--- config.mk ---
export PLATFORM = sky130hd
export DESIGN_NAME = star_vertex_generator_core
export DESIGN_NICKNAME = d
export VERILOG_FILES = /design/src/rtl/core/svg_pkg.sv /design/src/rtl/core/svg_ctrl.sv /design/src/rtl/core/svg_datapath.sv /design/src/rtl/core/star_vertex_generator_core.sv
export VERILOG_INCLUDE_DIRS = /design/src /design/src/rtl/core
export SDC_FILE = /design/constraint.sdc
export NUM_CORES = 2
export LEC_CHECK = 0
export BUFFER_PORTS_ARGS = -buffer_cell sky130_fd_sc_hd__buf_4
export CORE_UTILIZATION = 55
export CTS_CLUSTER_DIAMETER = 30
export DETAILED_ROUTE_END_ITERATION = 7
export GPL_TIMING_DRIVEN = 0
export PLACE_DENSITY = 0.71
export SYNTH_ARGS = -nofsm -noshare
export SYNTH_HDL_FRONTEND = slang
export SYNTH_SLANG_ARGS = --single-unit
export TNS_END_PERCENT = 100
--- constraint.sdc ---
create_clock -name clk -period 16.6 [get_ports clk]
set_input_delay 3.32 -clock clk [delete_from_list [all_inputs] [get_ports clk]]
set_output_delay 3.32 -clock clk [all_outputs]
set_load 0.05 [all_outputs]
--- src/rtl/core/star_vertex_generator_core_macros.svh ---
// Assertion helpers used by the RTL file that carries checks.
// Each macro expects a clock named clk and an active-low reset named rst_n.
`ifndef STAR_VERTEX_GENERATOR_CORE_MACROS_SVH
`define STAR_VERTEX_GENERATOR_CORE_MACROS_SVH

// Consequent must hold in the same cycle as the antecedent.
`define SVG_ASSERT_SAME(label, ante, cons) \
    label: assert property (@(posedge clk) disable iff (!rst_n) (ante) |-> (cons)) \
        else $error("star vertex generator check failed");

// Consequent must hold in the cycle after the antecedent.
`define SVG_ASSERT_NEXT(label, ante, cons) \
    label: assert property (@(posedge clk) disable iff (!rst_n) (ante) |=> (cons)) \
        else $error("star vertex generator check failed");

`endif

--- src/rtl/core/svg_pkg.sv ---
package svg_pkg;

    // Field and register widths.
    localparam int COORD_WIDTH  = 16;
    localparam int RADIUS_WIDTH = 15;
    localparam int COUNT_WIDTH  = 5;
    localparam int INDEX_WIDTH  = 6;
    localparam int ANGLE_WIDTH  = 16;
    localparam int CFG_INDEX_WIDTH = 3;
    localparam int CFG_DATA_WIDTH  = 16;

    // Tip count limit and CORDIC defaults.
    localparam int MAX_POINTS = 31;
    localparam int CORDIC_ITERATIONS_DEFAULT = 16;
    localparam int ATAN_LEN = 30;
    localparam int ATAN_INDEX_WIDTH = 5;

    // Datapath widths: x/y carry 16 bits below the coordinate LSB, z uses 2^32 per turn.
    localparam int XY_WIDTH   = 34;
    localparam int Z_WIDTH    = 32;
    localparam int PROD_WIDTH = 45;
    localparam int OFS_WIDTH  = COORD_WIDTH + 2;

    // CORDIC gain 0.6072529350 in Q0.30.
    localparam logic [29:0] GAIN_Q30 = 30'd652032874;
    localparam logic [ANGLE_WIDTH-1:0] START_BAU = 16'hC000;
    localparam logic [ANGLE_WIDTH-1:0] QUARTER_HALF_BAU = 16'h2000;

    // Register reset values.
    localparam logic [RADIUS_WIDTH-1:0] OUTER_RADIUS_RESET = 15'd22938;
    localparam logic [RADIUS_WIDTH-1:0] INNER_RADIUS_RESET = 15'd9175;
    localparam logic [COUNT_WIDTH-1:0]  POINT_COUNT_RESET  = 5'd5;

    // Configuration register indexes.
    typedef enum logic [CFG_INDEX_WIDTH-1:0] {
        CFG_CENTER_X     = 3'd0,
        CFG_CENTER_Y     = 3'd1,
        CFG_OUTER_RADIUS = 3'd2,
        CFG_INNER_RADIUS = 3'd3,
        CFG_POINT_COUNT  = 3'd4
    } cfg_index_t;

    typedef struct packed {
        logic signed [COORD_WIDTH-1:0] center_x;
        logic signed [COORD_WIDTH-1:0] center_y;
        logic [RADIUS_WIDTH-1:0]       outer_radius;
        logic [RADIUS_WIDTH-1:0]       inner_radius;
        logic [COUNT_WIDTH-1:0]        point_count;
    } cfg_t;

    // Commands from the controller to the datapath.
    typedef struct packed {
        logic start;
        logic load_center;
        logic init_rim;
        logic rotate;
        logic post;
        logic push_rim;
    } cmd_t;

    // Status from the datapath to the controller.
    typedef struct packed {
        logic slot_free;
        logic iter_done;
        logic rim_last;
    } sts_t;

    // Arctangent of 2^-i in 2^32-per-turn units.
    function automatic logic [29:0] atan_entry(input logic [ATAN_INDEX_WIDTH-1:0] idx);
        logic [29:0] v;
        case (idx)
            5'd0:  v = 30'h20000000;
            5'd1:  v = 30'h12E4051E;
            5'd2:  v = 30'h09FB385B;
            5'd3:  v = 30'h051111D4;
            5'd4:  v = 30'h028B0D43;
            5'd5:  v = 30'h0145D7E1;
            5'd6:  v = 30'h00A2F61E;
            5'd7:  v = 30'h00517C55;
            5'd8:  v = 30'h0028BE53;
            5'd9:  v = 30'h00145F2F;
            5'd10: v = 30'h000A2F98;
            5'd11: v = 30'h000517CC;
            5'd12: v = 30'h00028BE6;
            5'd13: v = 30'h000145F3;
            5'd14: v = 30'h0000A2FA;
            5'd15: v = 30'h0000517D;
            5'd16: v = 30'h000028BE;
            5'd17: v = 30'h0000145F;
            5'd18: v = 30'h00000A30;
            5'd19: v = 30'h00000518;
            5'd20: v = 30'h0000028C;
            5'd21: v = 30'h00000146;
            5'd22: v = 30'h000000A3;
            5'd23: v = 30'h00000051;
            5'd24: v = 30'h00000029;
            5'd25: v = 30'h00000014;
            5'd26: v = 30'h0000000A;
            5'd27: v = 30'h00000005;
            5'd28: v = 30'h00000003;
            5'd29: v = 30'h00000001;
            default: v = '0;
        endcase
        return v;
    endfunction

    // Angle step round(65536 / (2 * points)) for each tip count.
    function automatic logic [ANGLE_WIDTH-1:0] step_entry(input logic [COUNT_WIDTH-1:0] pts);
        logic [ANGLE_WIDTH-1:0] v;
        case (pts)
            5'd1:  v = 16'd32768;
            5'd2:  v = 16'd16384;
            5'd3:  v = 16'd10923;
            5'd4:  v = 16'd8192;
            5'd5:  v = 16'd6554;
            5'd6:  v = 16'd5461;
            5'd7:  v = 16'd4681;
            5'd8:  v = 16'd4096;
            5'd9:  v = 16'd3641;
            5'd10: v = 16'd3277;
            5'd11: v = 16'd2979;
            5'd12: v = 16'd2731;
            5'd13: v = 16'd2521;
            5'd14: v = 16'd2341;
            5'd15: v = 16'd2185;
            5'd16: v = 16'd2048;
            5'd17: v = 16'd1928;
            5'd18: v = 16'd1820;
            5'd19: v = 16'd1725;
            5'd20: v = 16'd1638;
            5'd21: v = 16'd1560;
            5'd22: v = 16'd1489;
            5'd23: v = 16'd1425;
            5'd24: v = 16'd1365;
            5'd25: v = 16'd1311;
            5'd26: v = 16'd1260;
            5'd27: v = 16'd1214;
            5'd28: v = 16'd1170;
            5'd29: v = 16'd1130;
            5'd30: v = 16'd1092;
            5'd31: v = 16'd1057;
            default: v = 16'd32768;
        endcase
        return v;
    endfunction

endpackage

--- src/rtl/core/svg_ctrl.sv ---
module svg_ctrl (
    input  logic          clk,
    input  logic          rst_n,
    input  logic          in_valid,
    output logic          in_ready,
    input  logic          request,
    input  svg_pkg::sts_t sts,
    output svg_pkg::cmd_t cmd
);
    import svg_pkg::*;

    typedef enum logic [5:0] {
        ST_IDLE   = 6'b000001,
        ST_CENTER = 6'b000010,
        ST_MUL    = 6'b000100,
        ST_ROT    = 6'b001000,
        ST_POST   = 6'b010000,
        ST_PUSH   = 6'b100000
    } state_t;

    state_t state_reg;
    state_t state_next;

    // State register.
    always_ff @(posedge clk or negedge rst_n)
    begin
        if (!rst_n)
        begin
            state_reg <= ST_IDLE;
        end
        else
        begin
            state_reg <= state_next;
        end
    end

    assign in_ready = (state_reg == ST_IDLE);

    // Next state and datapath commands.
    always_comb
    begin
        state_next = state_reg;
        cmd        = '0;
        case (state_reg)
            ST_IDLE:
            begin
                if (in_valid && request)
                begin
                    cmd.start  = 1'b1;
                    state_next = ST_CENTER;
                end
            end
            ST_CENTER:
            begin
                if (sts.slot_free)
                begin
                    cmd.load_center = 1'b1;
                    state_next      = ST_MUL;
                end
            end
            ST_MUL:
            begin
                cmd.init_rim = 1'b1;
                state_next   = ST_ROT;
            end
            ST_ROT:
            begin
                cmd.rotate = 1'b1;
                if (sts.iter_done)
                begin
                    state_next = ST_POST;
                end
            end
            ST_POST:
            begin
                cmd.post   = 1'b1;
                state_next = ST_PUSH;
            end
            ST_PUSH:
            begin
                if (sts.slot_free)
                begin
                    cmd.push_rim = 1'b1;
                    state_next   = sts.rim_last ? ST_IDLE : ST_MUL;
                end
            end
            default:
            begin
                state_next = ST_IDLE;
            end
        endcase
    end

endmodule

--- src/rtl/core/svg_datapath.sv ---
module svg_datapath #(
    parameter int CORDIC_ITERATIONS = svg_pkg::CORDIC_ITERATIONS_DEFAULT
) (
    input  logic                                    clk,
    input  logic                                    rst_n,
    input  svg_pkg::cfg_t                           cfg,
    input  svg_pkg::cmd_t                           cmd,
    output svg_pkg::sts_t                           sts,
    output logic                                    out_valid,
    input  logic                                    out_ready,
    output logic signed [svg_pkg::COORD_WIDTH-1:0]  vertex_x,
    output logic signed [svg_pkg::COORD_WIDTH-1:0]  vertex_y,
    output logic [svg_pkg::INDEX_WIDTH-1:0]         vertex_index,
    output logic                                    last
);
    import svg_pkg::*;

    // Iterations beyond the arctangent table are not used.
    localparam int ITERS  = (CORDIC_ITERATIONS > ATAN_LEN) ? ATAN_LEN : CORDIC_ITERATIONS;
    localparam int ITER_W = (ITERS > 1) ? $clog2(ITERS) : 1;
    localparam int SUM_W  = COORD_WIDTH + 3;

    typedef enum logic [1:0] {
        QUAD_0 = 2'd0,
        QUAD_1 = 2'd1,
        QUAD_2 = 2'd2,
        QUAD_3 = 2'd3
    } quad_t;

    logic [INDEX_WIDTH-1:0]        segs_reg;
    logic [INDEX_WIDTH-1:0]        rim_reg;
    logic [ANGLE_WIDTH-1:0]        step_reg;
    logic [ANGLE_WIDTH-1:0]        acc_reg;
    logic [ITER_W-1:0]             iter_reg;
    logic signed [XY_WIDTH-1:0]    x_reg;
    logic signed [XY_WIDTH-1:0]    y_reg;
    logic signed [Z_WIDTH-1:0]     z_reg;
    quad_t                         quad_reg;
    logic signed [OFS_WIDTH-1:0]   dx_reg;
    logic signed [OFS_WIDTH-1:0]   dy_reg;
    logic                          out_valid_reg;
    logic signed [COORD_WIDTH-1:0] vx_reg;
    logic signed [COORD_WIDTH-1:0] vy_reg;
    logic [INDEX_WIDTH-1:0]        vidx_reg;
    logic                          last_reg;

    logic [COUNT_WIDTH-1:0]        pts;
    logic                          rim_last;
    logic [RADIUS_WIDTH-1:0]       radius;
    logic [ANGLE_WIDTH-1:0]        angle;
    logic [ANGLE_WIDTH-1:0]        z16;
    logic [PROD_WIDTH-1:0]         prod;
    logic [PROD_WIDTH-1:0]         prod_rnd;
    logic signed [XY_WIDTH-1:0]    shx;
    logic signed [XY_WIDTH-1:0]    shy;
    logic signed [Z_WIDTH-1:0]     atan_val;
    logic signed [XY_WIDTH-1:0]    x_rnd;
    logic signed [XY_WIDTH-1:0]    y_rnd;
    logic signed [OFS_WIDTH-1:0]   c_val;
    logic signed [OFS_WIDTH-1:0]   s_val;
    logic signed [OFS_WIDTH-1:0]   dx_val;
    logic signed [OFS_WIDTH-1:0]   dy_val;
    logic signed [SUM_W-1:0]       sum_x;
    logic signed [SUM_W-1:0]       sum_y;

    // Clamp a sum to the signed coordinate range.
    function automatic logic signed [COORD_WIDTH-1:0] sat_coord(
        input logic signed [SUM_W-1:0] v
    );
        logic signed [COORD_WIDTH-1:0] r;
        if ((&v[SUM_W-1:COORD_WIDTH-1]) || !(|v[SUM_W-1:COORD_WIDTH-1]))
        begin
            r = v[COORD_WIDTH-1:0];
        end
        else if (v[SUM_W-1])
        begin
            r = {1'b1, {(COORD_WIDTH-1){1'b0}}};
        end
        else
        begin
            r = {1'b0, {(COORD_WIDTH-1){1'b1}}};
        end
        return r;
    endfunction

    // Effective tip count: zero acts as one, the limit caps the rest.
    always_comb
    begin
        if (cfg.point_count == '0)
        begin
            pts = COUNT_WIDTH'(1);
        end
        else if (cfg.point_count > COUNT_WIDTH'(MAX_POINTS))
        begin
            pts = COUNT_WIDTH'(MAX_POINTS);
        end
        else
        begin
            pts = cfg.point_count;
        end
    end

    // Start vector and angle setup for the current rim vertex.
    assign rim_last = (rim_reg == segs_reg);
    assign radius   = rim_reg[0] ? cfg.inner_radius : cfg.outer_radius;
    assign angle    = rim_last ? START_BAU : acc_reg;
    assign z16      = angle + QUARTER_HALF_BAU;
    assign prod     = PROD_WIDTH'(radius) * PROD_WIDTH'(GAIN_Q30);
    assign prod_rnd = prod + PROD_WIDTH'(1 << 13);

    // One CORDIC micro-rotation.
    assign shx      = y_reg >>> iter_reg;
    assign shy      = x_reg >>> iter_reg;
    assign atan_val = $signed({2'b00, atan_entry(ATAN_INDEX_WIDTH'(iter_reg))});

    // Round to coordinate LSBs and unfold the quadrant.
    assign x_rnd = x_reg + XY_WIDTH'(32768);
    assign y_rnd = y_reg + XY_WIDTH'(32768);
    assign c_val = x_rnd[XY_WIDTH-1:16];
    assign s_val = y_rnd[XY_WIDTH-1:16];

    always_comb
    begin
        case (quad_reg)
            QUAD_0:
            begin
                dx_val = c_val;
                dy_val = s_val;
            end
            QUAD_1:
            begin
                dx_val = -s_val;
                dy_val = c_val;
            end
            QUAD_2:
            begin
                dx_val = -c_val;
                dy_val = -s_val;
            end
            default:
            begin
                dx_val = s_val;
                dy_val = -c_val;
            end
        endcase
    end

    // Offset from the center.
    assign sum_x = SUM_W'(cfg.center_x) + SUM_W'(dx_reg);
    assign sum_y = SUM_W'(cfg.center_y) + SUM_W'(dy_reg);

    // Run counters and CORDIC registers.
    always_ff @(posedge clk or negedge rst_n)
    begin
        if (!rst_n)
        begin
            segs_reg <= '0;
            rim_reg  <= '0;
            step_reg <= '0;
            acc_reg  <= '0;
            iter_reg <= '0;
        end
        else
        begin
            if (cmd.start)
            begin
                segs_reg <= {pts, 1'b0};
                step_reg <= step_entry(pts);
                acc_reg  <= START_BAU;
                rim_reg  <= '0;
            end
            if (cmd.init_rim)
            begin
                iter_reg <= '0;
            end
            if (cmd.rotate)
            begin
                iter_reg <= iter_reg + ITER_W'(1);
            end
            if (cmd.push_rim)
            begin
                acc_reg <= acc_reg + step_reg;
                rim_reg <= rim_last ? '0 : rim_reg + INDEX_WIDTH'(1);
            end
        end
    end

    always_ff @(posedge clk)
    begin
        if (cmd.init_rim)
        begin
            quad_reg <= quad_t'(z16[15:14]);
            z_reg    <= {{2{~z16[13]}}, ~z16[13], z16[12:0], 16'h0000};
            x_reg    <= $signed({3'b000, prod_rnd[44:14]});
            y_reg    <= '0;
        end
        else if (cmd.rotate)
        begin
            if (!z_reg[Z_WIDTH-1])
            begin
                x_reg <= x_reg - shx;
                y_reg <= y_reg + shy;
                z_reg <= z_reg - atan_val;
            end
            else
            begin
                x_reg <= x_reg + shx;
                y_reg <= y_reg - shy;
                z_reg <= z_reg + atan_val;
            end
        end
        if (cmd.post)
        begin
            dx_reg <= dx_val;
            dy_reg <= dy_val;
        end
    end

    // Output register: holds one vertex until the receiver takes it.
    always_ff @(posedge clk or negedge rst_n)
    begin
        if (!rst_n)
        begin
            out_valid_reg <= 1'b0;
        end
        else if (cmd.load_center || cmd.push_rim)
        begin
            out_valid_reg <= 1'b1;
        end
        else if (out_ready)
        begin
            out_valid_reg <= 1'b0;
        end
    end

    always_ff @(posedge clk)
    begin
        if (cmd.load_center)
        begin
            vx_reg   <= cfg.center_x;
            vy_reg   <= cfg.center_y;
            vidx_reg <= '0;
            last_reg <= 1'b0;
        end
        else if (cmd.push_rim)
        begin
            vx_reg   <= sat_coord(sum_x);
            vy_reg   <= sat_coord(sum_y);
            vidx_reg <= rim_reg + INDEX_WIDTH'(1);
            last_reg <= rim_last;
        end
    end

    assign sts.slot_free = !out_valid_reg || out_ready;
    assign sts.iter_done = (iter_reg == ITER_W'(ITERS - 1));
    assign sts.rim_last  = rim_last;

    assign out_valid    = out_valid_reg;
    assign vertex_x     = vx_reg;
    assign vertex_y     = vy_reg;
    assign vertex_index = vidx_reg;
    assign last         = last_reg;

endmodule

--- src/rtl/core/star_vertex_generator_core.sv ---
// Star vertex generator.
// Input channel (in_valid/in_ready, request): a request with request = 1 starts one
// run of vertices for a triangle-fan star; a request with request = 0 is taken and
// produces nothing. A new request is taken only when the previous run is fully issued.
// Output channel (out_valid/out_ready): the center vertex (index 0), then 2*P+1 rim
// vertices, the last one repeating the first and marked by last.
// Configuration: cfg_we writes cfg_wdata into register cfg_index (center x, center y,
// outer radius, inner radius, tip count); write only while no run is in progress.
// Timing: the request moves the sequencer to its CENTER state, which loads the center
// vertex into the output register. Each rim vertex passes through the single shared
// iterative CORDIC rotator: a setup step with the gain multiply, one micro-rotation per
// cycle, a rounding step and an output step.
// A single output register holds each vertex; the next vertex is computed while it
// waits, and the rotator stalls only when a finished vertex finds the register full.
// Reset clears the run, empties the output register and restores the register defaults.
`include "star_vertex_generator_core_macros.svh"

module star_vertex_generator_core #(
    parameter int CORDIC_ITERATIONS = svg_pkg::CORDIC_ITERATIONS_DEFAULT
) (
    input  logic                                    clk,
    input  logic                                    rst_n,
    input  logic                                    cfg_we,
    input  logic [svg_pkg::CFG_INDEX_WIDTH-1:0]     cfg_index,
    input  logic [svg_pkg::CFG_DATA_WIDTH-1:0]      cfg_wdata,
    input  logic                                    in_valid,
    output logic                                    in_ready,
    input  logic                                    request,
    output logic                                    out_valid,
    input  logic                                    out_ready,
    output logic signed [svg_pkg::COORD_WIDTH-1:0]  vertex_x,
    output logic signed [svg_pkg::COORD_WIDTH-1:0]  vertex_y,
    output logic [svg_pkg::INDEX_WIDTH-1:0]         vertex_index,
    output logic                                    last
);
    import svg_pkg::*;

    cfg_t cfg_reg;
    cmd_t cmd;
    sts_t sts;

    // Configuration registers; unknown indexes are ignored.
    always_ff @(posedge clk or negedge rst_n)
    begin
        if (!rst_n)
        begin
            cfg_reg.center_x     <= '0;
            cfg_reg.center_y     <= '0;
            cfg_reg.outer_radius <= OUTER_RADIUS_RESET;
            cfg_reg.inner_radius <= INNER_RADIUS_RESET;
            cfg_reg.point_count  <= POINT_COUNT_RESET;
        end
        else if (cfg_we)
        begin
            case (cfg_index)
                CFG_CENTER_X:     cfg_reg.center_x     <= cfg_wdata;
                CFG_CENTER_Y:     cfg_reg.center_y     <= cfg_wdata;
                CFG_OUTER_RADIUS: cfg_reg.outer_radius <= cfg_wdata[RADIUS_WIDTH-1:0];
                CFG_INNER_RADIUS: cfg_reg.inner_radius <= cfg_wdata[RADIUS_WIDTH-1:0];
                CFG_POINT_COUNT:  cfg_reg.point_count  <= cfg_wdata[COUNT_WIDTH-1:0];
                default:
                begin
                end
            endcase
        end
    end

    // Sequencer.
    svg_ctrl u_ctrl (
        .clk      (clk),
        .rst_n    (rst_n),
        .in_valid (in_valid),
        .in_ready (in_ready),
        .request  (request),
        .sts      (sts),
        .cmd      (cmd)
    );

    // CORDIC and output datapath.
    svg_datapath #(
        .CORDIC_ITERATIONS (CORDIC_ITERATIONS)
    ) u_datapath (
        .clk          (clk),
        .rst_n        (rst_n),
        .cfg          (cfg_reg),
        .cmd          (cmd),
        .sts          (sts),
        .out_valid    (out_valid),
        .out_ready    (out_ready),
        .vertex_x     (vertex_x),
        .vertex_y     (vertex_y),
        .vertex_index (vertex_index),
        .last         (last)
    );

    // Checks on the sequencing.
    `SVG_ASSERT_SAME(a_idle_no_work, in_ready, !(cmd.init_rim || cmd.rotate || cmd.post))
    `SVG_ASSERT_SAME(a_load_needs_slot, cmd.load_center || cmd.push_rim, sts.slot_free)
    `SVG_ASSERT_NEXT(a_busy_after_start, in_valid && in_ready && request, !in_ready)
    `SVG_ASSERT_SAME(a_center_not_last, out_valid && (vertex_index == '0), !last)

endmodule
== Word-level counts from Yosys, hierarchy flattened ==
Memories as Yosys holds them, arrays and structs flattened. A register that Yosys moved wholly into a read port is not among the register bits.
Cells that the tools add are included.

* Flip-flop bits (word level): 282
* Input bits: 25
* Logic and storage cells: 135
* Memories: 2
* Output and inout port bits: 41
* ROM bits: 992

{| class="wikitable"
|+ Memory list
! name !! words !! width !! read ports !! clocked after Yosys merged registers in !! write ports !! line !! text
|-
| (no name shown) || 32 || 16 || 1 || 1 || 0 || svg_pkg.sv:110 || <nowiki>case (pts)</nowiki>
|-
| (no name shown) || 16 || 30 || 1 || 0 || 0 || svg_pkg.sv:71 || <nowiki>case (idx)</nowiki>
|}

* Reduce and logical (&&, ||, !) cells: 26
* Bitwise operators: 1
* $mul: 1
* Muxes and demuxes: 44
* Shift operators: 2
* $lt $le $gt $ge: 1
* $add $sub $neg: 17
* Equality and inequality tests: 18

{| class="wikitable"
|+ Operators with widths
! operator !! count
|-
| two-way mux 16 bit || 11
|-
| one-hot mux 18 bit (3 select lines) || 2
|-
| two-way mux 32 bit || 3
|-
| adder 34 x 17 -> 34 bit, second input constant || 2
|-
| adder 34 bit || 2
|-
| two-way mux 34 bit || 2
|-
| >>> shifter 34 x 4 -> 34 bit || 2
|-
| subtractor 34 bit || 2
|-
| two-way mux 31 bit || 2
|-
| adder 45 x 14 -> 45 bit, second input constant || 1
|-
| multiplier 15 x 29 -> 44 bit, second input constant || 1
|-
| two-way mux 6 bit || 7
|-
| adder 16 x 18 -> 19 bit || 2
|-
| negator 18 bit || 2
|-
| one-hot mux 6 bit (6 select lines) || 1
|-
| adder 32 x 31 -> 32 bit || 1
|-
| subtractor 32 x 31 -> 32 bit || 1
|-
| adder 16 x 14 -> 16 bit, second input constant || 1
|-
| adder 16 bit || 1
|-
| two-way mux 15 bit || 1
|-
| AND reduction 4 bit || 3
|-
| two-way mux 1 bit || 10
|-
| two-way mux 5 bit || 2
|-
| AND reduction 2 bit || 5
|-
| other kinds (29) || 43
|}

== Depth between registers and ports, before layout ==
* Depth after elaboration: 7
* Depth in mapped cells: 34
* Gate-level depth less buffers: 28

== By module ==
A second synthesis with hierarchy kept.

* Cell total of the unflattened synthesis: 4,134
* Area, all modules: 36,293.6 um^2

{| class="wikitable"
|+ By module, submodules not included
! module !! times used !! area each (um^2) !! cells each !! seq. area each (um^2)
|-
| svg_datapath || 1 || 33,296.9 || 3,949 || 5,915.7
|-
| star_vertex_generator_core || 1 || 2,600.0 || 145 || 1,700.4
|-
| svg_ctrl || 1 || 396.6 || 40 || 151.4
|}

== Worst setup path before layout ==
No wires, ideal clock.

* Path kind: reg2reg
* Start: register u_datapath.rim_reg[0]
* End: register u_datapath.x_reg[24], data pin
* Arrival: 8.070 ns
* Clock period less this slack: 8.343 ns
* Buffers on the path: 3
* Setup time: 0.273 ns
* Path slack: 8.257 ns
* Cell stages (with the launch flop): 29
* Data required time: 16.327 ns
* Cell sequence: dfrtp_1 -> clkbuf_1 -> clkbuf_1 -> mux2i_1 -> inv_1 -> ha_1 -> inv_1 -> fa_1 -> inv_1 -> fa_1 -> fa_1 -> fa_1 -> inv_1 -> fa_1 -> inv_1 -> ha_1 -> clkbuf_1 -> a21oi_1 -> o21ai_0 -> or2_2 -> o31ai_1 -> o21a_1 -> xnor2_1 -> nand4b_1 -> or4_1 -> or4_1 -> nand3_1 -> xnor2_1 -> a21oi_1

* Longest elaborated chain between the ends: 4

{| class="wikitable"
|+ RTL lines
! element !! line !! text
|-
| from (decl) || svg_datapath.sv:31 || <nowiki>logic [INDEX_WIDTH-1:0] rim_reg;</nowiki>
|-
| from (signal assigned) || svg_datapath.sv:183 || <nowiki>rim_reg <= rim_last ? '0 : rim_reg + INDEX_WIDTH'(1);</nowiki>
|-
| two-way mux 15 bit || svg_datapath.sv:105 || <nowiki>assign radius = rim_reg[0] ? cfg.inner_radius : cfg.outer_radius;</nowiki>
|-
| multiplier 15 x 29 -> 44 bit || svg_datapath.sv:108 || <nowiki>assign prod = PROD_WIDTH'(radius) * PROD_WIDTH'(GAIN_Q30);</nowiki>
|-
| adder 45 x 14 -> 45 bit || svg_datapath.sv:109 || <nowiki>assign prod_rnd = prod + PROD_WIDTH'(1 << 13);</nowiki>
|-
| two-way mux 31 bit || svg_datapath.sv:190 || <nowiki>if (cmd.init_rim)</nowiki>
|-
| to (signal assigned) || svg_datapath.sv:194 || <nowiki>x_reg <= $signed({3'b000, prod_rnd[44:14]});</nowiki>
|-
| to (signal assigned) || svg_datapath.sv:201 || <nowiki>x_reg <= x_reg - shx;</nowiki>
|-
| to (signal assigned) || svg_datapath.sv:207 || <nowiki>x_reg <= x_reg + shx;</nowiki>
|-
| to (decl) || svg_datapath.sv:35 || <nowiki>logic signed [XY_WIDTH-1:0] x_reg;</nowiki>
|}

Every way passes these cells.
A chain may end at the register's enable or synchronous reset.

== Final worst setup path ==
* Start: register u_datapath.rim_reg[0]
* End: register u_datapath.x_reg[30], data pin

The elaborated chain is that of the path after synthesis.

==> metrics.cfg <==
[logic_synthesis]
synth.cell_area_mm2 = 0.03510
post_synth_inst_count = 3977
yosysSeqAreaShare = 0.2213
number_of_synthesized_register_bits = 298
synth_top_flop_cell = edfxtp_1
synth.distinct_cells = 101
synth-edff-count = 117
postSynth.asyncResetShare = 0.4060
synth_area_per_cell_um2 = 8.826
synth_fp_nets = 4482
yosysWarningCount = 0

[sta]
final-hold-violation-count = 0
transition_time_at_the_pin_with_the_least_slew_margin_ns = 1.261
max_freq_ghz = 0.09312
grt_setup_unrepaired = no
skew_ns = 0.03361
timing.final.setup_violations = 0
finalSetupTns_ns = 0
slew-limit-headroom = 0.1577
fin_crit_sh = 0.6469
period_minus_slack_ns = 10.74
timing.final.max_slew_violations = 0

[drt]
drt-pass1-iter-count = 6
route.vias.total = 31210
routedWlPerCell_um = 22.04
route.antenna.remaining_nets = 0
routed_wl_mm = 110.7
drc_errors = 0
avgViaCountPerCell = 6.211
number_of_drc_markers_after_the_initial_detailed_route_iteration = 3133

[setup_path]
r2r-start = u_datapath.rim_reg[0]$_DFFE_PN0P_
crit_path_start_kind = flop
timing.critical_path.to_type = flop
worst_ep_required_time_ns = 17.05
critical_path.startpoint = u_datapath.rim_reg[0]$_DFFE_PN0P_
crit_fanout = 10
rr_worst_depth = 28
crit_type = flop to flop
cp_data_arrival_time_ns = 11.18
worst_path_max_delay_cell = a2111oi_1
slowest_stage_delay_cp_ns = 1.03

[finish]
register_area_mm2 = 0.007767
area_used_by_multi_input_combinational_logic_mm2 = 0.02529
layout_common_cells = nand2_1 (414), ha_1 (322), inv_1 (310), o21ai_0 (277), a21oi_1 (271)
layout-area-overhead-vs-synth_pct = 11.84
final.fill_count = 5530
layout.cells.most_common = nand2_1
post_route_cells_drive_above_1_share = 0.1085
largest_register_ff_count = 67
fin_nets = 4626

[die]
fp-row-count = 92
die_area_mm2 = 0.06484
design.portCount = 66
die_height_um = 254.6
initial_core_util = 0.5565
core_area_mm2 = 0.06308
die_width_um = 254.6

[clock_network]
tritoncts_clock_tree = done
tritoncts.num_buffers = 72
clock_latency_ns = 0.62
cts_post_setup_buffers_inserted = 0
htreeDepth = 3
cts.path.max_buffers = 3
path_clk_slew_ns = 0.05
cts-resized-gates = 0
clock-root-buffer = clkbuf_16
cts-hold-fix-buffers = 0
clock_sink_count = 298

[place]
detailed_place_hpwl_mm = 86.55
io_buffers = 65
globalplace.congestion = 1.016

[job]
cap_viol_max_count = 0

[global_routing]
grt_overflow_total = 0
number_of_antenna_violations_at_the_first_check_in_global_routing = 0
pin_count_of_the_biggest_net_entering_global_routing = 81
grt_util_all_layers = 0.3463
grt_first_pass_wirelength_mm = 172.6
vias_in_the_first_global_route = 30180

[min_path]
timing.hold.worst_path_depth = 1
min_from = u_datapath.vertex_index[4]$_SDFFE_PP0P_
worstHoldPathType = flop to flop

[run_status]
result_of_the_run = complete, no violations

==> layout make-up <==
type / count / area share
multi-input combinational: 3172 / 0.6443
sequential: 298 / 0.1979
buffer: 192 / 0.02199
timing repair buffer: 70 / 0.01444
tap: 846 / 0.02696
antenna: 2 / 0.0001275
inverter: 315 / 0.03012
clock inverter: 36 / 0.01307
clock buffer: 94 / 0.05115
==> cell usage after synthesis (10+ instances only) <==
master    number  area (um2)
xnor2_1      201        1760
dfstp_2       20       525.5
mux2i_1       56       560.5
a21boi_0      14       105.1
xor2_1       144        1261
dfrtp_1      101        2527
buf_1         16       60.06
nor2_1       258       968.4
edfxtp_1     117        3513
dfxtp_1       60        1201
nand2b_1      36       225.2
o211ai_1      14       105.1
o22ai_1       11       68.82
nor3_1        82       410.4
and3_1        38       237.7
a21o_1        92       690.7
o21ai_0      277        1386
nor3b_1       10       75.07
inv_1        311        1167
a22o_1        15       131.4
a211oi_1      37       277.8
fa_1         158        3163
mux4_1        11       289.0
o21bai_1      30       225.2
ha_1         322        4029
o31ai_1       19       142.6
buf_2         26       130.1
nor2b_1       28       175.2
a21oi_1      271        1356
clkbuf_1     137       514.2
and2_1        28       175.2
nor4_1        13       81.33
a31oi_1       44       275.3
nand2_1      414        1554
or2_2         12       75.07
nand4_1       29       181.4
mux2_2        97        1092
and4_1        17       148.9
o221ai_1      12       105.1
nand3_1       93       465.5
nand3b_1      10       75.07
or3_1         30       187.7
mux4_2        74        1667
o21a_1        29       217.7
==> critical path: cells and delay by family (launching register included) <==
family / cells / cell delay [ns]
DFF: 1 / 0.37
buffers and inverters: 8 / 2.43
and+or+nand+nor: 8 / 2.08
AOI/OAI and AO/OA: 2 / 1.11
muxes: 2 / 1.09
adders and majority gates: 7 / 3.22
xor gates and xnor gates: 1 / 0.25
==> metrics by stage <==
step | cell area [um2] | setup slack [ns] | util | instances | hold slack, ns
6_report | 39260 | 5.861 | 0.6224 | 5025 | 0.4497
5_1_grt | 39250 | 5.275 | 0.6223 | 5023 | 0.4666
4_1_cts | 39250 | 6.057 | 0.6223 | 5023 | 0.4527
3_5_place_dp | 36730 | 6.113 | 0.5823 | 4893 | 0.4419
3_3_place_gp | 36650 | 6.161 | 0.5810 | 4888 | 0.4361
2_1_floorplan | 35100 | 8.257 | - | 3977 | 0.4315
==> final timing paths <==
check	slack [ns]	to
min in group asynchronous	2.61	cfg_reg[64]$_DFFE_PN0P_
max in group asynchronous	13.17	u_ctrl.state_reg[0]$_DFFE_PN1P_
setup / recovery	5.86	u_datapath.x_reg[30]$_DFFE_PP_
setup reg to reg	5.86	u_datapath.x_reg[30]$_DFFE_PP_
hold / removal	0.45	u_datapath.vertex_index[4]$_SDFFE_PP0P_
hold reg to reg	0.45	u_datapath.vertex_index[4]$_SDFFE_PP0P_
==> logic make-up after synthesis <==
family,synth area share
simple gates,0.1512
compound gates,0.1747
buf+inv,0.05828
fa+ha+maj,0.2049
xor+xnor,0.08654
flops,0.2213
mux,0.1031
==> metal layers <==
| metal | up-vias | wire length [um] | track usage |
|---|---|---|---|
| li1 | 14540 | - | - |
| met1 | 15020 | 47050 | 0.4645 |
| met2 | 1379 | 49500 | 0.5454 |
| met3 | 276 | 9775 | 0.07767 |
| met4 | 0 | 4410 | 0.1297 |
| met5 | - | 0 | 0 |
Power is left out: the tool's default activity adds up to more than one toggle a clock period on the data nets, which glitch-free logic cannot reach.
